`config.mk`:
```
export PLATFORM = sky130hd
export DESIGN_NAME = ovl_ctrl
export DESIGN_NICKNAME = d
export VERILOG_FILES = /design/src/sv/ovl_pkg.sv /design/src/sv/ovl_ctrl.sv
export SDC_FILE = /design/constraint.sdc
export NUM_CORES = 1
export LEC_CHECK = 0
export BUFFER_PORTS_ARGS = -buffer_cell sky130_fd_sc_hd__buf_2
export CAP_MARGIN = 20
export CORE_MARGIN = 3
export CORE_UTILIZATION = 41
export DETAILED_ROUTE_END_ITERATION = 10
export PLACE_DENSITY_LB_ADDON = 0.2
export REMOVE_ABC_BUFFERS = 1
export SYNTH_ARGS = -nofsm -noshare
export SYNTH_HDL_FRONTEND = slang
export SYNTH_SLANG_ARGS = --single-unit
```
`constraint.sdc`:
```
create_clock -name clk -period 1.5 [get_ports clk]
set_input_delay 0.15 -clock clk [delete_from_list [all_inputs] [get_ports clk]]
set_output_delay 0.15 -clock clk [all_outputs]
set_load 0.02 [all_outputs]
```
`src/sv/ovl_pkg.sv`:
```
// Shared types and codes for the ordered value list.
// Holds operation and status codes plus the controller/datapath command and status structs.
// No dependencies.
package ovl_pkg;

  localparam int VALUE_W  = 32;
  localparam int KIND_W   = 2;
  localparam int STATUS_W = 3;

  typedef enum logic [KIND_W-1:0] {
    KIND_INSERT = 2'd0,
    KIND_DELETE = 2'd1,
    KIND_LIST   = 2'd2
  } ovl_kind_t;

  typedef enum logic [STATUS_W-1:0] {
    ST_INSERTED  = 3'd0,
    ST_DELETED   = 3'd1,
    ST_NOT_FOUND = 3'd2,
    ST_EMPTY     = 3'd3,
    ST_FULL      = 3'd4,
    ST_LISTED    = 3'd5
  } ovl_status_t;

  // Commands from the controller to the datapath.
  typedef struct packed {
    logic        load_in;     // capture the value of the accepted beat
    logic        idx_zero;    // restart the walk index at the head
    logic        idx_inc;     // advance the walk index
    logic        wr_ins;      // write the captured value at the tail
    logic        wr_shift;    // move the entry under the index up one place
    logic        cnt_inc;
    logic        cnt_dec;
    logic        emit;        // load the result register
    logic        emit_listed; // result carries the entry under the index
    logic        emit_last;
    ovl_status_t emit_status;
  } ovl_cmd_t;

  // Status from the datapath to the controller.
  typedef struct packed {
    logic count_zero;
    logic full;
    logic idx_last;  // index points at the tail entry
    logic idx_end;   // index has moved past the tail
    logic match;     // entry under the index equals the captured value
    logic out_free;  // result register can take a new beat this cycle
  } ovl_sts_t;

endpackage

```
`src/sv/ovl_ctrl.sv`:
```
// Controller of the ordered value list: sequences insert, delete and list operations.
// Depends on ovl_pkg; commands ovl_dp through ovl_cmd_t and reads ovl_sts_t.
module ovl_ctrl import ovl_pkg::*; (
  input  logic              clk,
  input  logic              rst_n,
  input  logic              in_valid,
  input  logic [KIND_W-1:0] in_kind,
  output logic              in_ready,
  input  ovl_sts_t          sts,
  output ovl_cmd_t          cmd
);

  typedef enum logic [2:0] {
    S_IDLE,
    S_INS,
    S_SRCH,
    S_SHIFT,
    S_LIST,
    S_RESP
  } state_t;

  state_t      state_r, state_nxt;
  ovl_status_t resp_r, resp_nxt;
  logic        accept;

  assign in_ready = (state_r == S_IDLE);
  assign accept   = in_valid && in_ready;

  always_comb begin
    state_nxt = state_r;
    resp_nxt  = resp_r;
    cmd       = '0;
    case (state_r)
      S_IDLE: begin
        if (accept) begin
          cmd.load_in  = 1'b1;
          cmd.idx_zero = 1'b1;
          case (in_kind)
            KIND_INSERT: begin
              if (sts.full) begin
                resp_nxt  = ST_FULL;
                state_nxt = S_RESP;
              end else begin
                state_nxt = S_INS;
              end
            end
            KIND_DELETE: begin
              if (sts.count_zero) begin
                resp_nxt  = ST_EMPTY;
                state_nxt = S_RESP;
              end else begin
                state_nxt = S_SRCH;
              end
            end
            KIND_LIST: begin
              if (sts.count_zero) begin
                resp_nxt  = ST_EMPTY;
                state_nxt = S_RESP;
              end else begin
                state_nxt = S_LIST;
              end
            end
            default: begin
              state_nxt = S_IDLE;
            end
          endcase
        end
      end
      S_INS: begin
        cmd.wr_ins  = 1'b1;
        cmd.cnt_inc = 1'b1;
        resp_nxt    = ST_INSERTED;
        state_nxt   = S_RESP;
      end
      S_SRCH: begin
        if (sts.match) begin
          cmd.idx_inc = 1'b1;
          state_nxt   = S_SHIFT;
        end else if (sts.idx_last) begin
          resp_nxt  = ST_NOT_FOUND;
          state_nxt = S_RESP;
        end else begin
          cmd.idx_inc = 1'b1;
        end
      end
      S_SHIFT: begin
        if (sts.idx_end) begin
          cmd.cnt_dec = 1'b1;
          resp_nxt    = ST_DELETED;
          state_nxt   = S_RESP;
        end else begin
          cmd.wr_shift = 1'b1;
          cmd.idx_inc  = 1'b1;
        end
      end
      S_LIST: begin
        if (sts.out_free) begin
          cmd.emit        = 1'b1;
          cmd.emit_listed = 1'b1;
          cmd.emit_status = ST_LISTED;
          cmd.emit_last   = sts.idx_last;
          if (sts.idx_last) begin
            state_nxt = S_IDLE;
          end else begin
            cmd.idx_inc = 1'b1;
          end
        end
      end
      S_RESP: begin
        if (sts.out_free) begin
          cmd.emit        = 1'b1;
          cmd.emit_status = resp_r;
          cmd.emit_last   = 1'b1;
          state_nxt       = S_IDLE;
        end
      end
      default: begin
        state_nxt = S_IDLE;
      end
    endcase
  end

  always_ff @(posedge clk) begin
    if (!rst_n) begin
      state_r <= S_IDLE;
      resp_r  <= ST_INSERTED;
    end else begin
      state_r <= state_nxt;
      resp_r  <= resp_nxt;
    end
  end

endmodule

```
; ---- Word-level counts from Yosys, hierarchy flattened
; Cells that the tools add are included.
[totals]
register_bits = 6
input_bits = 11
out_inout_bits = 14
elab_cells = 64
[classes]
eq_ne = 18
n_mux = 37
reduce_logical = 7
[ops]
columns = op, n
row1 = 3-bit 2-to-1 mux, 15
row2 = 3-bit case mux with 6 select lines, 1
row3 = "2-bit != test, second input constant", 6
row4 = 3-bit case mux with 4 select lines, 1
row5 = 1-bit 2-to-1 mux, 11
row6 = 3-bit case mux with 3 select lines, 1
row7 = 4-bit case mux with 2 select lines, 1
row8 = 8-bit AND reduction, 1
row9 = "3-bit by 2-bit == test with 1-bit output, second input constant", 2
row10 = "3-bit == test, second input constant", 2
row11 = 6-bit 2-to-1 mux, 1
row12 = "3-bit by 2-bit != test with 1-bit output, second input constant", 2
row13 = "3-bit != test, second input constant", 2
row14 = 3-bit case mux with 2 select lines, 1
row15 = 6-bit AND reduction, 1
row16 = 2-bit 2-to-1 mux, 2
row17 = 4-bit 2-to-1 mux, 1
row18 = 4-bit nonzero test, 1
row19 = "3-bit by 1-bit == test with 1-bit output, second input constant", 1
row20 = 3-bit logical NOT, 1
row21 = 1-bit case mux with 3 select lines, 1
row22 = "2-bit by 1-bit == test with 1-bit output, second input constant", 1
row23 = "2-bit == test, second input constant", 1
row24 = 2-bit logical NOT, 1
row25 = other kinds (4), 4

; ---- Logic depth before layout (Yosys ltp)
[depth]
word_depth = 5
depth_mapped = 6
mapped_depth_nobuf = 6

; ---- Worst setup path before layout
; No wires, ideal clock.
[synth_timing]
path_kind = register to output
start = register state_r[0]
end = output cmd[10] (netlist bit)
t_arrival_ps = 1477
required_time_ps = 1350
path_slack_ps = -127
stages_incl_launch_ff = 5
path_buffers = 1
cell_sequence = dfxtp_1 > buf_4 > inv_1 > nor3_1 > o21bai_1
[synth_rtl]
columns = item, line
row1 = start: declaration, ovl_ctrl.sv:22  ; state_t state_r, state_nxt;
row2 = start signal: assignment, ovl_ctrl.sv:128  ; state_r <= state_nxt;
row3 = end: declaration, ovl_ctrl.sv:10  ; output ovl_cmd_t cmd

==> flow_summary_export.csv <==
group,metric,value,unit
outcome,outcome,"finished, final reports clean",
power_and_ir_drop,leakage,0.388,nW
clock_tree,cts_root_buf,"clkbuf_4",
sta,worst_slew_pin_slew,0.418,ns
drt,ant_nets,0,
run,max_cap_violations,0,
logic_synthesis,yosys.cell_types.count,33,
logic_synthesis,syn-cell-area,597,sq um
critical_path,arrival,1.29,ns
final_layout,final_cell_area,805,sq um
sta,finalSetupViolCount,0,
power_and_ir_drop,pwr-share-seq,0.311,
clock_tree,clockBufferDepth,2,
die,die_h,44.2,microns
logic_synthesis,synth.area.mux_share,0.0524,
drt,dr.pass1.iters,4,
clock_tree,holdBufCountCts,0,
die,coreArea,1330,sq um
final_layout,seq_area,126,sq um
logic_synthesis,yosys.area.top_type,"dfxtp_1",
critical_path,cp-end-kind,"output port",
clock_tree,cts_buffers,3,
final_layout,final_cells,125,
hold_path,hold_path.class,"primary input to flop",
place,gp_congestion,0.856,
global_routing,grt_overflow,0,
power_and_ir_drop,ir_drop,670,uV
sta,final_max_slew_viol_count,0,
final_layout,multiInputGateArea,432,sq um
critical_path,path_class,"flop to output port",
global_routing,grt_pass1_wl,2430,microns
sta,period_share,0.957,
critical_path,crit_slowest_cell,"dfxtp_4",
power_and_ir_drop,combinationalPowerShare,0.466,
sta,period_needed,1.44,ns
sta,finalWorstSetupSlack,0.0648,ns
place,place_area,754,sq um
global_routing,grt_max_degree,12,
power_and_ir_drop,p_int,401,uW
sta,rsz0062_at_grt,"yes",
critical_path,start_kind,"flop",
sta,relSlewSlack,0.718,
logic_synthesis,synthTopCellsByCount,"nor2_1, dfxtp_1, inv_1, nand2_1, o21ai_0",
logic_synthesis,synthFlopType,"dfxtp_1",
final_layout,diodes,0,
final_layout,fillCellCount,121,
sta,clock_skew,0.00175,ns
logic_synthesis,synth_area_leaders,"dfxtp_1, ha_1, o21ai_0",
logic_synthesis,synth-async-reset-ratio,0,
critical_path,path_delay_family,"flip-flops",
place,pre_cts_slack,-0.0820,ns
final_layout,final_core_utilization,0.603,
die,start_util,0.447,
critical_path,cp.buffers_inverters,2,
die,rows,13,
sta,finalHoldViolCount,0,
place,port_buffers,24,
critical_path,critPathRequiredTime,1.35,ns
critical_path,crit_fanout,11,
die,ios,25,
critical_path,path_cells,"buf_4 > nor2_2 > and3_1 > buf_2",
power_and_ir_drop,clkPwrFrac,0.223,
logic_synthesis,yosysWarnings,0,
sta,fmax,0.697,GHz
power_and_ir_drop,power_density,817,nW/um^2
drt,drt-total-wl,1550,microns
final_layout,layout-drive-gt1-share,0.400,
logic_synthesis,yosys.area_share.simple,0.275,
logic_synthesis,synth_top_area_frac,0.201,
clock_tree,clk_latency,0.24,ns
drt,via_per_inst,5.43,
power_and_ir_drop,swShare,0.391,
logic_synthesis,seq_area_frac_synth,0.201,
drt,vias,679,
clock_tree,cts_tree,"done",
sta,holdWs,0.201,ns
die,fp.dieW,44.2,microns
global_routing,grt_use_total,0.162,
final_layout,nNetsFinal,127,
place,dp_hpwl,1200,microns
logic_synthesis,yosysMostFrequentCell,"nor2_1",
logic_synthesis,synth_top_family_by_area,"compound AO/OA/AOI/OAI gates",
clock_tree,cts_sinks,6,
logic_synthesis,synth_fa_ha_area_frac,0.0839,
logic_synthesis,ys_ff_latch,6,
die,dieArea,1950,sq um
global_routing,grt_pass1_vias,579,
logic_synthesis,synthCells,80,
sta,tns,0,ns
power_and_ir_drop,power,657,uW
logic_synthesis,avgSynthCellArea,7.46,sq um
clock_tree,h-tree-depth,1,
clock_tree,post_cts_buffers,0,
logic_synthesis,synth_compound_area_frac,0.281,
drt,avgRoutedWirePerCell,12.4,microns
power_and_ir_drop,p_sw,257,uW
drt,route.detailed.drc,0,
clock_tree,clk_pin_slew,0.04,ns
logic_synthesis,synth_edf_count,0,
final_layout,area_growth,34.8,%
drt,drt_iter0_drc,13,
global_routing,antenna_found_initial,0,
logic_synthesis,synthXorXnorAreaFrac,0,
place,dp_cells,122,
critical_path,cpPeakStageDelay,0.37,ns
-- layer usage --
metal,GRT usage,share of wire,wire [microns]
met4,0.0361,0,0
met2,0.265,0.48,742
met1,0.207,0.46,706
met5,0,0,0
met3,0.0528,0.064,99
-- sequential cells by signal (all words and copies together), names as in the netlist --
register  count
resp_r        3
state_r       3
-- cells in the final DEF, fill, tap and decap left out, types with 2 or more instances in the layout --
cell	n
o21ai_0	6
dfxtp_2	2
nor3_1	2
nor2_1	7
nor2b_1	2
ha_1	4
nand3_1	4
dfxtp_1	3
buf_4	9
o21a_1	3
clkbuf_4	3
a21oi_1	4
inv_1	6
nand2_1	6
nand3b_1	2
buf_2	23
mux2i_1	2
and3_1	2
-- worst paths after layout --
| path | start | to | slack, ns | depth (start not counted) |
|---|---|---|---|---|
| hold reg to reg | resp_r[0] | resp_r[0] | 0.46 | 2 |
| setup / recovery | state_r[0] | cmd[11] | 0.06 | 4 |
| setup reg to reg | state_r[0] | state_r[2] | 0.10 | 3 |
| hold / removal | rst_n | resp_r[1] | 0.20 | 2 |
-- area by class of cell --
cell class | instances | area share
Clock buffer | 3 | 0.0280
Inverter | 6 | 0.0280
Multi-Input combinational cell | 63 | 0.537
Sequential cell | 6 | 0.157
Tap cell | 15 | 0.0233
Timing Repair Buffer | 32 | 0.227
-- kinds of logic after synthesis --
logic type | count (synthesis)
DFF | 6
AOI/OAI and AO/OA | 24
buffers and inverters | 11
and+or+nand+nor | 32
adders and majority gates | 4
muxes | 3
-- power by group through the flow --
stage | sequential, mW | combinational [mW] | clock [mW]
6_report | 0.204 | 0.306 | 0.147
5_1_grt | 0.207 | 0.334 | 0.166
2_1_floorplan | 0.206 | 0.175 | 0
3_5_place_dp | 0.204 | 0.293 | 0
3_3_place_gp | 0.203 | 0.293 | 0
4_1_cts | 0.203 | 0.297 | 0.153
-- timing repair --
action,in CTS,in global routing
cloned,0,0
endpoints found under the setup margin,5,8
gates resized for setup,3,6
pin swaps,0,0
-- worst register-to-register path: stages (launching register included) --
cell	delay, ns
dfxtp_4	0.37
or2_2	0.32
o311ai_0	0.39
o22ai_1	0.18
No activity file was read; power rests on OpenSTA's default activity.
