### src/sv/ovl_pkg.sv
// Shared types and codes for the ordered value list.
// Holds operation and status codes plus the controller/datapath command and status structs.
// No dependencies.
package ovl_pkg;

  localparam int VALUE_W  = 32;
  localparam int KIND_W   = 2;
  localparam int STATUS_W = 3;

  typedef enum logic [KIND_W-1:0] {
    KIND_INSERT = 2'd0,
    KIND_DELETE = 2'd1,
    KIND_LIST   = 2'd2
  } ovl_kind_t;

  typedef enum logic [STATUS_W-1:0] {
    ST_INSERTED  = 3'd0,
    ST_DELETED   = 3'd1,
    ST_NOT_FOUND = 3'd2,
    ST_EMPTY     = 3'd3,
    ST_FULL      = 3'd4,
    ST_LISTED    = 3'd5
  } ovl_status_t;

  // Commands from the controller to the datapath.
  typedef struct packed {
    logic        load_in;     // capture the value of the accepted beat
    logic        idx_zero;    // restart the walk index at the head
    logic        idx_inc;     // advance the walk index
    logic        wr_ins;      // write the captured value at the tail
    logic        wr_shift;    // move the entry under the index up one place
    logic        cnt_inc;
    logic        cnt_dec;
    logic        emit;        // load the result register
    logic        emit_listed; // result carries the entry under the index
    logic        emit_last;
    ovl_status_t emit_status;
  } ovl_cmd_t;

  // Status from the datapath to the controller.
  typedef struct packed {
    logic count_zero;
    logic full;
    logic idx_last;  // index points at the tail entry
    logic idx_end;   // index has moved past the tail
    logic match;     // entry under the index equals the captured value
    logic out_free;  // result register can take a new beat this cycle
  } ovl_sts_t;

endpackage

### src/sv/ovl_ram.sv
// Generic simple dual-port RAM: one write port, one read port with registered data.
// No dependencies.
module ovl_ram #(
  parameter int WIDTH  = 32,
  parameter int DEPTH  = 16,
  parameter int ADDR_W = (DEPTH > 1) ? $clog2(DEPTH) : 1
) (
  input  logic              clk,
  input  logic              wr_en,
  input  logic [ADDR_W-1:0] wr_addr,
  input  logic [WIDTH-1:0]  wr_data,
  input  logic [ADDR_W-1:0] rd_addr,
  output logic [WIDTH-1:0]  rd_data
);

  logic [WIDTH-1:0] mem [DEPTH];

  always_ff @(posedge clk) begin
    if (wr_en) begin
      mem[wr_addr] <= wr_data;
    end
    rd_data <= mem[rd_addr];
  end

endmodule

### src/sv/ovl_dp.sv
// Datapath of the ordered value list: entry store, count, walk index and result register.
// Depends on ovl_pkg and ovl_ram; driven by ovl_ctrl through ovl_cmd_t.
module ovl_dp import ovl_pkg::*; #(
  parameter int LIST_DEPTH = 16
) (
  input  logic                      clk,
  input  logic                      rst_n,
  input  logic signed [VALUE_W-1:0] in_value,
  input  ovl_cmd_t                  cmd,
  output ovl_sts_t                  sts,
  input  logic                      out_ready,
  output logic                      out_valid,
  output logic [STATUS_W-1:0]       out_status,
  output logic signed [VALUE_W-1:0] out_entry,
  output logic                      out_last
);

  localparam int CW = $clog2(LIST_DEPTH + 1);
  localparam int AW = (LIST_DEPTH > 1) ? $clog2(LIST_DEPTH) : 1;

  logic [CW-1:0]      count_r, count_nxt;
  logic [CW-1:0]      idx_r, idx_nxt, idx_m1;
  logic [VALUE_W-1:0] value_r;
  logic               out_valid_r;
  logic [STATUS_W-1:0] out_status_r;
  logic [VALUE_W-1:0] out_entry_r;
  logic               out_last_r;

  logic               wr_en;
  logic [AW-1:0]      wr_addr, rd_addr;
  logic [VALUE_W-1:0] wr_data, rd_data;

  always_comb begin
    idx_nxt = idx_r;
    if (cmd.idx_zero) begin
      idx_nxt = '0;
    end else if (cmd.idx_inc) begin
      idx_nxt = idx_r + CW'(1);
    end
  end

  always_comb begin
    count_nxt = count_r;
    if (cmd.cnt_inc) begin
      count_nxt = count_r + CW'(1);
    end else if (cmd.cnt_dec) begin
      count_nxt = count_r - CW'(1);
    end
  end

  // The read address follows the next index so the data lines up with idx_r.
  assign rd_addr = (idx_nxt < CW'(LIST_DEPTH)) ? idx_nxt[AW-1:0] : '0;
  assign idx_m1  = idx_r - CW'(1);
  assign wr_en   = cmd.wr_ins | cmd.wr_shift;
  assign wr_addr = cmd.wr_ins ? count_r[AW-1:0] : idx_m1[AW-1:0];
  assign wr_data = cmd.wr_ins ? value_r : rd_data;

  ovl_ram #(
    .WIDTH (VALUE_W),
    .DEPTH (LIST_DEPTH),
    .ADDR_W(AW)
  ) u_store (
    .clk    (clk),
    .wr_en  (wr_en),
    .wr_addr(wr_addr),
    .wr_data(wr_data),
    .rd_addr(rd_addr),
    .rd_data(rd_data)
  );

  always_ff @(posedge clk) begin
    if (!rst_n) begin
      count_r     <= '0;
      idx_r       <= '0;
      out_valid_r <= 1'b0;
    end else begin
      count_r <= count_nxt;
      idx_r   <= idx_nxt;
      if (cmd.emit) begin
        out_valid_r <= 1'b1;
      end else if (out_ready) begin
        out_valid_r <= 1'b0;
      end
    end
  end

  always_ff @(posedge clk) begin
    if (cmd.load_in) begin
      value_r <= in_value;
    end
    if (cmd.emit) begin
      out_status_r <= cmd.emit_status;
      out_entry_r  <= cmd.emit_listed ? rd_data : '0;
      out_last_r   <= cmd.emit_last;
    end
  end

  always_comb begin
    sts.count_zero = (count_r == '0);
    sts.full       = (count_r == CW'(LIST_DEPTH));
    sts.idx_last   = ((idx_r + CW'(1)) == count_r);
    sts.idx_end    = (idx_r == count_r);
    sts.match      = (rd_data == value_r);
    sts.out_free   = !out_valid_r || out_ready;
  end

  assign out_valid  = out_valid_r;
  assign out_status = out_status_r;
  assign out_entry  = out_entry_r;
  assign out_last   = out_last_r;

`ifndef SYNTH
  a_count_bound: assert property (@(posedge clk) disable iff (!rst_n)
    count_r <= CW'(LIST_DEPTH))
    else $error("entry count exceeds the list depth");

  a_insert_room: assert property (@(posedge clk) disable iff (!rst_n)
    cmd.wr_ins |-> !sts.full)
    else $error("insert written into a full list");

  a_emit_free: assert property (@(posedge clk) disable iff (!rst_n)
    cmd.emit |-> sts.out_free)
    else $error("result register overwritten before it was taken");

  a_dec_nonzero: assert property (@(posedge clk) disable iff (!rst_n)
    cmd.cnt_dec |-> (!sts.count_zero && $past(cmd.idx_inc || cmd.wr_shift)))
    else $error("count decremented without a completed delete");
`endif

endmodule

### config.mk
export PLATFORM = sky130hd
export DESIGN_NAME = ovl_dp
export DESIGN_NICKNAME = d
export VERILOG_FILES = /design/src/sv/ovl_pkg.sv /design/src/sv/ovl_ram.sv /design/src/sv/ovl_dp.sv
export SDC_FILE = /design/constraint.sdc
export NUM_CORES = 1
export LEC_CHECK = 0
export ABC_AREA = 1
export BUFFER_PORTS_ARGS = -buffer_cell sky130_fd_sc_hd__buf_4
export CAP_MARGIN = 15
export CELL_PAD_IN_SITES_DETAIL_PLACEMENT = 0
export CELL_PAD_IN_SITES_GLOBAL_PLACEMENT = 1
export CORE_ASPECT_RATIO = 1.5
export CORE_MARGIN = 3
export CORE_UTILIZATION = 54
export CTS_CLUSTER_SIZE = 24
export DETAILED_ROUTE_END_ITERATION = 8
export HOLD_SLACK_MARGIN = 0.03
export PLACE_DENSITY_LB_ADDON = 0.25
export SKIP_LAST_GASP = 1
export SLEW_MARGIN = 30
export SYNTH_ARGS = -nofsm -noshare
export SYNTH_HDL_FRONTEND = slang
export SYNTH_SLANG_ARGS = --single-unit
### constraint.sdc
create_clock -name clk -period 6.15 [get_ports clk]
set_input_delay 0.9225 -clock clk [delete_from_list [all_inputs] [get_ports clk]]
set_output_delay 0.9225 -clock clk [all_outputs]
set_load 0.05 [all_outputs]
**Yosys cells after proc, flatten, opt, wreduce, memory -nomap -nowiden**

Memories as Yosys holds them, arrays and structs flattened. A register that Yosys moved wholly into a read port is not among the register bits.
Index checks and enable logic that the tools add are counted.

- Flip-flop bits (word level): 79
- Bits in writable memories: 512
- Bits of input ports: 48
- Output and inout bits: 43
- Word-level logic and storage cells: 34
- Memories kept: 1

- Add/subtract/negate cells: 4
- Order comparisons: 1
- Equality and inequality tests: 4
- Multiplexer cells: 11
- Bitwise logic cells: 1
- Reductions and logical operators: 5

Memory list:

| memory | depth | width | read ports | clocked after memory_dff | wr ports | RTL line | RTL |
|---|---|---|---|---|---|---|---|
| u_store.mem | 16 | 32 | 1 | 1 | 1 | ovl_ram.sv:16 | `logic [WIDTH-1:0] mem [DEPTH];` |

Operators by type and width:

| cell | number |
|---|---|
| == test 32 bit | 1 |
| 2-to-1 mux 32 bit | 1 |
| 2-to-1 mux 5 bit | 4 |
| adder 5 x 1 -> 5 bit (second input constant) | 2 |
| == test 5 bit | 2 |
| 2-to-1 mux 4 bit | 2 |
| == test 5 bit (second input constant) | 1 |
| logical NOT 5 bit | 1 |
| less-than comparator 5 bit (second input constant) | 1 |
| subtractor 5 x 1 -> 5 bit (second input constant) | 1 |
| 2-to-1 mux 1 bit | 4 |
| nonzero test 2 bit | 2 |
| subtractor 4 x 1 -> 4 bit (second input constant) | 1 |
| logical NOT 1 bit | 1 |
| logical OR 1 bit | 1 |
| bitwise OR 1 bit | 1 |

**Depth between registers and ports, before layout**

Gate-level depths: netlist of the first run.

- Depth in word-level cells: 5
- Mapped depth: 13
- Gate-level depth less buffers: 11

**By module**

A second synthesis of the first run with hierarchy kept.

- Cells, all modules: 2639
- Area, all modules: 26889.5 µm²

Modules (own cells, without submodules):

| module | instances | cells each | area an instance (µm²) | seq. area each (µm²) |
|---|---|---|---|---|
| ovl_ram | 1 | 2120 | 22730.6 | 16015.4 |
| ovl_dp | 1 | 519 | 4159.0 | 2262.2 |

**Least setup slack after synthesis of the first run**

OpenSTA, ideal clock, no wires.

- Path type: input -> register
- From: in cmd[9] (netlist bit)
- To: mem u_store.mem[4][0], enable pin
- Library setup time: 421 ps
- Arrival time: 2912 ps
- Data required time: 5729 ps
- Setup slack: 2817 ps
- Cell stages on the path: 5
- Buffers on the path: 1
- Cells stage by stage: inv_1 clkbuf_1 o21a_1 nand2_1 nor2_1

- Cells in the longest elaborated chain, start to end: 3
- Elaborated cells on any way between the ends: 4
- Classes of those cells: 3 x mux; 1 x bitwise

RTL lines:

| element | RTL line | RTL |
|---|---|---|
| from (decl) | ovl_dp.sv:9 | `input ovl_cmd_t cmd,` |
| bitwise OR 1 bit | ovl_dp.sv:54 | `assign wr_en = cmd.wr_ins \| cmd.wr_shift;` |
| 2-to-1 mux 1 bit | ovl_ram.sv:19 | `if (wr_en) begin` |
| 2-to-1 mux 1 bit (implied by the code) | ovl_ram.sv:20 | `mem[wr_addr] <= wr_data;` |
| to (decl) | ovl_ram.sv:16 |  |

Several ways; a longest one is shown, not always the timed one.

**Final worst setup path of the first run**

- From: reg idx_r[0]
- To: reg u_store.rd_data[23], read port of u_store.mem

- Cells in the longest elaborated chain, start to end: 5

RTL lines:

| element | RTL line | RTL |
|---|---|---|
| from (decl) | ovl_dp.sv:22 | `logic [CW-1:0] idx_r, idx_nxt, idx_m1;` |
| from (signal assigned) | ovl_dp.sv:78 | `idx_r <= idx_nxt;` |
| adder 5 x 1 -> 5 bit | ovl_dp.sv:38 | `idx_nxt = idx_r + CW'(1);` |
| 2-to-1 mux 5 bit * | ovl_dp.sv:37 | `end else if (cmd.idx_inc) begin` |
| 2-to-1 mux 5 bit * | ovl_dp.sv:35 | `if (cmd.idx_zero) begin` |
| less-than comparator 5 bit | ovl_dp.sv:52 | `assign rd_addr = (idx_nxt < CW'(LIST_DEPTH)) ? idx_nxt[AW-1:0] : '0;` |
| 2-to-1 mux 4 bit * | ovl_dp.sv:52 |  |
| to (decl) | ovl_ram.sv:13 | `output logic [WIDTH-1:0] rd_data` |

Mark *: on every way between the ends. The rest lies on a longest branch, timed or not.
A chain may end at the register's enable or synchronous reset.

==> run summary, run 1 <==
Outcome: finished clean
Final TNS setup: 0 ps
Pwr Density: 319.9 nW/um2
First-pass GRT wire length: 101600 um
Vias in the first global route: 17650
Bufs and invs on worst path: 2
CP Cell Sequence: ha_1 > nand2_1 > nor2_2 > nand3_1 > nand3_4 > buf_4 > buf_4 > nand3_1 > nand3_1 > nand3_1 > nand3_1 > nand2_1
Die Y: 279.7 um
All-Layer GR Usage: 0.2513
Initial DRC count: 1800
Post-Syn Area: 26970 um2
Reg clk slew, reported paths: 60 ps
Worst hold start: in_value[8]
Core Util, Final: 0.6161
Syn nets: 2529
Fraction of layout cells with a size suffix above 1: 0.1062
Die area: 52710 um2
Drt wl/cell: 20.62 um
Clock buffer depth: 3
Skew-Pair Late Insertion Delay: 620 ps
Clock network fraction of total power: 0.366
P&R area growth vs syn: 12.06%
Comb pwr share: 0.110
WP data required: 6650 ps
CTS tree: yes
PnR worst setup slack: 2252 ps
Fill cells: 3929
Critical Path Start Type: flop
Crit path time final: 3898 ps
Via density: 5.549
Net Switching: 2.409 mW
Setup Buffers After CTS: 0
CP Capture Type: flop
LEAKAGE: 12.00 nW
Design area: 30220 um2
Initial Utilization: 0.5498
Placer Congestion: 0.8246
Width of the die: 188.5 um
CTS buffer count: 57
Post-place setup slack: 1917 ps
Slew Limit Fails: 0
DRC Markers: 0
Worst-Margin Slew: 1005 ps
WS Path Type: flop to flop
Slew Limit Headroom: 0.3300
Register-to-register setup slack: 2250 ps
Hold slack: 476.6 ps
Antenna cells: 0
Arr. time, crit path: 4400 ps
Hold EP: value_r[8]
Cells after Synth: 2475
Buffers on Ports: 90
CTS Hold Bufs: 0
Syn avg cell area: 10.90 um2
Crit path max-delay family: buffers and inverters
Crit-path max FO: 82
Top-level I/O count: 91
Power Total: 9.666 mW
Global route total overflow: 0
Sequential share of power: 0.523
Post-synthesis sequential area ratio: 0.6777
Worst Skew: 26.71 ps
# resized after CTS: 0
Flops & latches, synth: 623
Final std cells w/o fill: 3227
Worst VDD drop: 0.2936 mV
Root buffer cell: clkbuf_16
DRT antenna net count: 0
Slowest cell delay on critical path: 870 ps
DR vias: 17910
Yosys warns: 0
Row cnt: 99
Switch share: 0.2492
Final Hold Viols: 0
Cell mode on critical path: nand3_1
Fmax achieved: 0.2565 GHz
Nets@finish: 2577
R2r endpoint: u_store.rd_data[23]
Max H-tree Level: 2
Max Cap Violations: 0
Setup-failing EPs final: 0
Antenna violations before repair: 1
DP Area: 28310 um2
CTS Sinks: 623
Core Region: 49050 um2
Netlist cell types: 33
Fin crit share: 0.6338
CP max-delay cell: buf_4
Post-detailed-placement half-perimeter wirelength: 36410 um
Routed wire length: 66540 um
RSZ-0062 raised after global routing: false
Placed Instances: 3119
Worst Hold Path Cells: 1
Worst min-delay path category: primary input to flop
Cells on worst reg2reg path: 12
Drt pass-1 iters: 8
Worst r2r src: idx_r[0]
Largest net degree at the start of global routing: 188
Cell Int Power: 7.257 mW
## worst register-to-register path: cells and delay by family, from the launching register on
family | cells | cell delay, ps
and+or+nand+nor | 9 | 1410
buffers and inverters | 2 | 1670
DFF | 1 | 440
adders and majority gates | 1 | 260
## layer usage
| metal | vias to the layer above | GRT usage | part of all wire |
|---|---|---|---|
| met5 | - | 0 | 0.00017 |
| met4 | 2 | 0.08332 | 0.030 |
| met3 | 126 | 0.03718 | 0.068 |
| met2 | 680 | 0.4337 | 0.50 |
| met1 | 8685 | 0.3293 | 0.40 |
| li1 | 8413 | - | - |
## power groups by stage
| stage | Clock, mW | Sequential, mW | Combinational, mW |
|---|---|---|---|
| 6_report | 3.54 | 5.06 | 1.07 |
| 5_1_grt | 3.75 | 5.07 | 1.17 |
| 4_1_cts | 3.59 | 5.06 | 1.07 |
| 3_5_place_dp | 0 | 5.15 | 1.07 |
| 3_3_place_gp | 0 | 5.14 | 1.03 |
| 2_1_floorplan | 0 | 5.18 | 0.616 |
## cell type report
type / instances / area [um2] / share of cell area
multi-input cells: 1415 / 7013 / 0.2321
clock buffers: 81 / 1657 / 0.05482
repair buffers: 131 / 1125 / 0.03722
clock inverters: 26 / 220.2 / 0.007287
well taps: 656 / 820.8 / 0.02716
flip-flops and latches: 623 / 18280 / 0.6048
inverters: 295 / 1107 / 0.03664
## cells in the mapped netlist, drive strengths merged
library cell  instances  share of area
o21ai                25         0.0046
nor3b                 1        0.00028
buf                 123          0.026
nand4                 7         0.0016
xnor2                26         0.0084
clkbuf               19         0.0026
fa                    1        0.00074
dfxtp                43          0.032
nor3                  4        0.00074
o211ai                1        0.00028
inv                 295          0.041
nor2                297          0.042
nor4                  3        0.00070
or4                   1        0.00028
a21oi                 6         0.0015
o21a                  1        0.00028
o2111ai               1        0.00032
ha                    5         0.0023
nand3b              160          0.045
edfxtp              580           0.65
nand3               432          0.080
xor2                  6         0.0019
or2                  11         0.0026
nand2               427          0.060
## sequential cells by signal (all words and copies together), names as in the netlist
name / cells
count_r: 5
idx_r: 5
out_valid: 1
out_status: 3
value_r: 32
out_entry: 32
out_last: 1
u_store.mem: 512
u_store.rd_data: 32
## cells by family after synthesis
kind of cell	Yosys count	synth area share
simple gates	1343	0.2322
flops	623	0.6777
buf+inv	437	0.06955
compound gates	34	0.007052
xor+xnor	32	0.01039
fa+ha+maj	6	0.003062
## placed cells by master, fill, tap and decap left out, types with 14 or more instances in the layout
cell type	n
buf_4	121
clkbuf_16	57
clkbuf_8	14
clkinv_2	15
dfxtp_1	43
edfxtp_1	580
inv_1	288
nand2_1	425
nand3_1	431
nand3b_1	160
nor2_1	278
nor2_4	18
o21ai_0	15
xnor2_1	26
## worst max path at each step
stage	start	to	slack, ps	cells past startpoint
3_5_place_dp	cmd[9]	u_store.mem[7][18]	1920	6
6_report	idx_r[0]	u_store.rd_data[23]	2250	12
4_1_cts	idx_r[0]	u_store.rd_data[23]	2300	12
3_3_place_gp	cmd[9]	u_store.mem[7][20]	1720	6
2_1_floorplan	cmd[9]	u_store.mem[4][0]	2820	5
5_1_grt	idx_r[1]	u_store.rd_data[19]	2000	12
Power figures use the tool's default switching activity.
==> inputs of run 2 (changes only) <==
--- a/config.mk
+++ b/config.mk
@@ -12,7 +12,7 @@
 export CELL_PAD_IN_SITES_GLOBAL_PLACEMENT = 1
 export CORE_ASPECT_RATIO = 1.5
 export CORE_MARGIN = 3
-export CORE_UTILIZATION = 54
+export CORE_UTILIZATION = 45
 export CTS_CLUSTER_SIZE = 24
 export DETAILED_ROUTE_END_ITERATION = 8
 export HOLD_SLACK_MARGIN = 0.03
==> constraint.sdc (replaced) <==
create_clock -name clk -period 3.3 [get_ports clk]
set_input_delay 0.495 -clock clk [delete_from_list [all_inputs] [get_ports clk]]
set_output_delay 0.495 -clock clk [all_outputs]
set_load 0.05 [all_outputs]
==> run 2 against run 1 <==
Routed wire length up 5.4%; worst hold slack worse by 400 ps; clock skew down 8.1 ps; via count up 0.84%; clock-buffer cell count down 8; sequential power up 86%; cell count up 5.7%; sequential share of layout area down 1.8 points; total power up 94%; core utilization down 9.0 points; setup slack worse by 2000 ps; first-iteration DRC count down 12%; critical path type is now flop to output port; critical endpoint is now sts[1]; largest power group unchanged; highest routed layer is now met4.
==> run summary, run 2 (synthesized netlist as in run 1, its figures left out) <==
CTS buffer count: 60
Routed wire length: 70130 um
Outcome: finished clean
Row cnt: 109
Slew Limit Fails: 0
Max Cap Violations: 0
Crit path time final: 3057 ps
Initial DRC count: 1583
CTS Sinks: 623
DRC Markers: 0
Max H-tree Level: 2
Crit-path max FO: 2
CTS tree: yes
Reg clk slew, reported paths: 60 ps
Width of the die: 205.9 um
First-pass GRT wire length: 106500 um
Setup-failing EPs final: 0
CP Capture Type: output port
Final TNS setup: 0 ps
DRT antenna net count: 0
Slew Limit Headroom: 0.3444
Worst min-delay path category: primary input to flop
Setup Buffers After CTS: 0
WP data required: 2800 ps
Antenna violations before repair: 2
Commonest cells after routing, fill and taps aside: edfxtp_1 (580), nand3_1 (431), nand2_1 (425)
Global route total overflow: 0
Max reg flops: 512
Post-detailed-placement half-perimeter wirelength: 37370 um
Top-level I/O count: 91
Drt pass-1 iters: 7
Fraction of layout cells with a size suffix above 1: 0.1071
Clock buffer depth: 3
Fin crit share: 0.9263
Pwr Density: 602.2 nW/um2
P&R area growth vs syn: 15.42%
Drt wl/cell: 20.56 um
Buffers on Ports: 90
Largest net degree at the start of global routing: 144
Hold slack: 78.75 ps
Commonest non-fill, non-tap cell in the layout: edfxtp_1
Fmax achieved: 0.3271 GHz
PnR worst setup slack: 243.3 ps
Reg with most FFs: u_store.mem
Power Total: 18.74 mW
Worst-Margin Slew: 983.4 ps
Skew-Pair Late Insertion Delay: 640 ps
DR vias: 18060
WS Path Type: flop to output port
All-Layer GR Usage: 0.2221
Worst VDD drop: 0.4843 mV
Worst Skew: 18.65 ps
Root buffer cell: clkbuf_16
Critical Path Start Type: flop
RSZ-0062 raised after global routing: false
Final Hold Viols: 0
Core Region: 59190 um2
Die Y: 305.8 um
Via density: 5.294
Arr. time, crit path: 2560 ps
Vias in the first global route: 17910
Placer Congestion: 0.8178
LEAKAGE: 12.32 nW
Core Util, Final: 0.5259
Die area: 62960 um2
Nets@finish: 2636
Post-place setup slack: 474.8 ps
Initial Utilization: 0.4556
Antenna cells: 0
run 2: changes by cell type in the layout (fill, tap and decap cells not counted), sizes merged:
cell / before / now
clkbuf: 81 / 73
buf: 131 / 152
clkinvlp: 2 / 4
dlygate4sd3: 0 / 35
bufinv: 3 / 11
clkinv: 19 / 24
run 2: layout make-up:
class | count | area (um2)
clock inverters | 41 | 504.2
well taps | 777 | 972.2
inverters | 295 | 1107
multi-input cells | 1415 | 6979
repair buffers | 187 | 1717
clock buffers | 73 | 1570
flip-flops and latches | 623 | 18280
fillers | 5191 | 28060
run 2: layer usage:
layer | track usage | up-vias | routed length, um
li1 | - | 8526 | -
met1 | 0.2955 | 8745 | 28970
met2 | 0.3705 | 620 | 33870
met3 | 0.03271 | 166 | 4531
met4 | 0.08373 | 0 | 2761
met5 | 0 | - | 0
run 2: what timing repair did:
action / CTS / global route
hold endpoints to repair: 35 / 0
hold buffers: 35 / 0
gates resized for setup: 0 / 1
endpoints found under the setup margin: 0 / 1
run 2: final timing paths:
kind	start	endpoint	slack, ps	depth (start not counted)
worst max register to register	idx_r[1]	u_store.rd_data[25]	450	12
worst min register to register	out_valid	out_valid	500	2
worst min-delay path	cmd[11]	idx_r[1]	80	2
worst max-delay path	value_r[8]	sts[1]	240	7
run 2: power breakdown:
part | leakage (nW) | switching (mW) | total [mW] | internal [mW]
registers | 5.70 | 0.191 | 9.42 | 9.23
clock network | 1.00 | 3.02 | 7.27 | 4.25
logic | 5.62 | 1.44 | 2.05 | 0.614
total | 12.3 | 4.65 | 18.7 | 14.1
run 2: critical path, cell delays in order, from the launching register on:
cell and delay (ps):
edfxtp_1 410, xor2_1 160, nor3b_1 200, nand3_1 190, nor2_1 520, nand2_1 100
nor2_1 120, buf_4 210
run 2: per-stage QoR:
step,std cells,cell area (um2)
2_1_floorplan,2475,26970
3_3_place_gp,3262,28700
3_5_place_dp,3262,28700
4_1_cts,3411,31120
5_1_grt,3411,31130
6_report,3411,31130
==> inputs of run 3 (changes only) <==
==> constraint.sdc (replaced) <==
create_clock -name clk -period 3.3 [get_ports clk]
set_input_delay 0.33 -clock clk [delete_from_list [all_inputs] [get_ports clk]]
set_output_delay 0.33 -clock clk [all_outputs]
set_load 0.05 [all_outputs]
==> run 3 against run 2 <==
First-iteration DRC count down 1.6%; design area up 0.22%; clock-buffer cell count down 1; core utilization up 0.12 points; flip-flop and latch count unchanged; sequential power about the same; non-clock buffer count up 5; register-to-register slack better by 130 ps; die area unchanged; cell count up 0.21%; sequential share of layout area down 0.13 points; critical path depth unchanged; largest power group unchanged; highest routed layer unchanged.
==> run summary, run 3 (synthesized netlist as in run 1, its figures left out) <==
Outcome: finished clean
CTS tree: yes
Fin crit share: 0.8810
Drt pass-1 iters: 6
Worst min-delay path category: primary input to flop
Die Y: 305.8 um
DR vias: 17970
LEAKAGE: 12.38 nW
Pwr Density: 601.0 nW/um2
Crit path max-delay family: simple AND/OR/NAND/NOR gates
Drt wl/cell: 20.81 um
Global route total overflow: 0
Max H-tree Level: 2
WS Path Type: flop to output port
Core Region: 59190 um2
Slew Limit Fails: 0
Width of the die: 205.9 um
Final TNS setup: 0 ps
Design area: 31200 um2
Final std cells w/o fill: 3418
Fraction of layout cells with a size suffix above 1: 0.1098
Worst-Margin Slew: 834.4 ps
CTS buffer count: 61
WP data required: 2970 ps
Clock buffer depth: 3
Cell mode on critical path: nor2_1
Commonest cells after routing, fill and taps aside: edfxtp_1 (580), nand3_1 (431), nand2_1 (425)
PnR worst setup slack: 392.6 ps
Post-detailed-placement half-perimeter wirelength: 38330 um
Power Total: 18.75 mW
Slew Limit Headroom: 0.4437
RSZ-0062 raised after global routing: false
P&R area growth vs syn: 15.68%
Critical Path Start Type: flop
Slowest cell delay on critical path: 520 ps
Die area: 62960 um2
Setup-failing EPs final: 0
Bufs and invs on worst path: 1
Crit path time final: 2907 ps
Arr. time, crit path: 2580 ps
First-pass GRT wire length: 107100 um
DRC Markers: 0
Reg clk slew, reported paths: 60 ps
Routed wire length: 71130 um
CTS Sinks: 623
Buffers on Ports: 90
Antenna cells: 0
Worst Skew: 12.66 ps
Commonest non-fill, non-tap cell in the layout: edfxtp_1
Hold slack: 91.35 ps
Max Cap Violations: 0
Core Util, Final: 0.5271
All-Layer GR Usage: 0.2244
CP max-delay cell: nor2_1
Via density: 5.256
Fill cells: 5218
Root buffer cell: clkbuf_16
Largest net degree at the start of global routing: 130
Placer Congestion: 0.7711
CP Capture Type: output port
Reg area: 18280 um2
Top-level I/O count: 91
Row cnt: 109
Crit-path max FO: 2
DP Area: 28720 um2
Worst VDD drop: 0.4189 mV
Final Hold Viols: 0
Fmax achieved: 0.3440 GHz
Multi-input logic area: 6978 um2
Reg with most FFs: u_store.mem
Setup Buffers After CTS: 0
Nets@finish: 2642
Vias in the first global route: 17640
Placed Instances: 3263
DRT antenna net count: 0
Initial Utilization: 0.4556
Antenna violations before repair: 2
Max reg flops: 512
Initial DRC count: 1557
Skew-Pair Late Insertion Delay: 630 ps
CP Cell Sequence: xor2_1 > nor3b_1 > nand3_1 > nor2_1 > nand2_1 > nor2_1 > buf_4
Post-place setup slack: 613.3 ps
## run 3: cell types whose count changed in the layout (fill, tap and decap cells not counted), moves of 2 or more
cell	before	now
clkbuf_8	2	5
bufinv_16	11	9
inv_6	1	3
clkinv_2	10	14
dlygate4sd3_1	35	39
clkbuf_1	11	6
## run 3: power by group
| part | total [mW] | internal (mW) | switching, mW |
|---|---|---|---|
| Sequential | 9.43 | 9.23 | 0.201 |
| Combinational | 2.06 | 0.618 | 1.44 |
| Clock | 7.26 | 4.21 | 3.05 |
| Total | 18.8 | 14.1 | 4.69 |
## run 3: per-layer routing
| layer | track usage | routed length [um] | up-vias |
|---|---|---|---|
| met5 | 0 | 0 | - |
| met4 | 0.07283 | 2294 | 0 |
| met3 | 0.03112 | 3852 | 126 |
| met2 | 0.3882 | 35390 | 543 |
| met1 | 0.2923 | 29600 | 8745 |
| li1 | - | - | 8551 |
## run 3: final timing paths
kind / start / endpoint / slack, ps / depth (start not counted)
worst min-delay path: cmd[7] / count_r[4] / 90 / 3
worst max-delay path: value_r[8] / sts[1] / 390 / 7
worst min register to register: out_valid / out_valid / 500 / 2
worst max register to register: idx_r[1] / u_store.rd_data[28] / 580 / 11
## run 3: cell type report
type	count	area share
clock inverters	44	0.01496
inverters	295	0.03550
flip-flops and latches	623	0.5859
clock buffers	72	0.05186
repair buffers	192	0.05695
well taps	777	0.03116
multi-input cells	1415	0.2237
## run 3: what timing repair did
item / in CTS / in global routing
hold endpoints to repair: 42 / 0
gates resized for setup: 0 / 0
hold buffers: 39 / 0
## run 3: tightest hold or removal path: stages
cell and delay [ps]:
buf_4 90, o21ai_0 100, a21oi_1 150
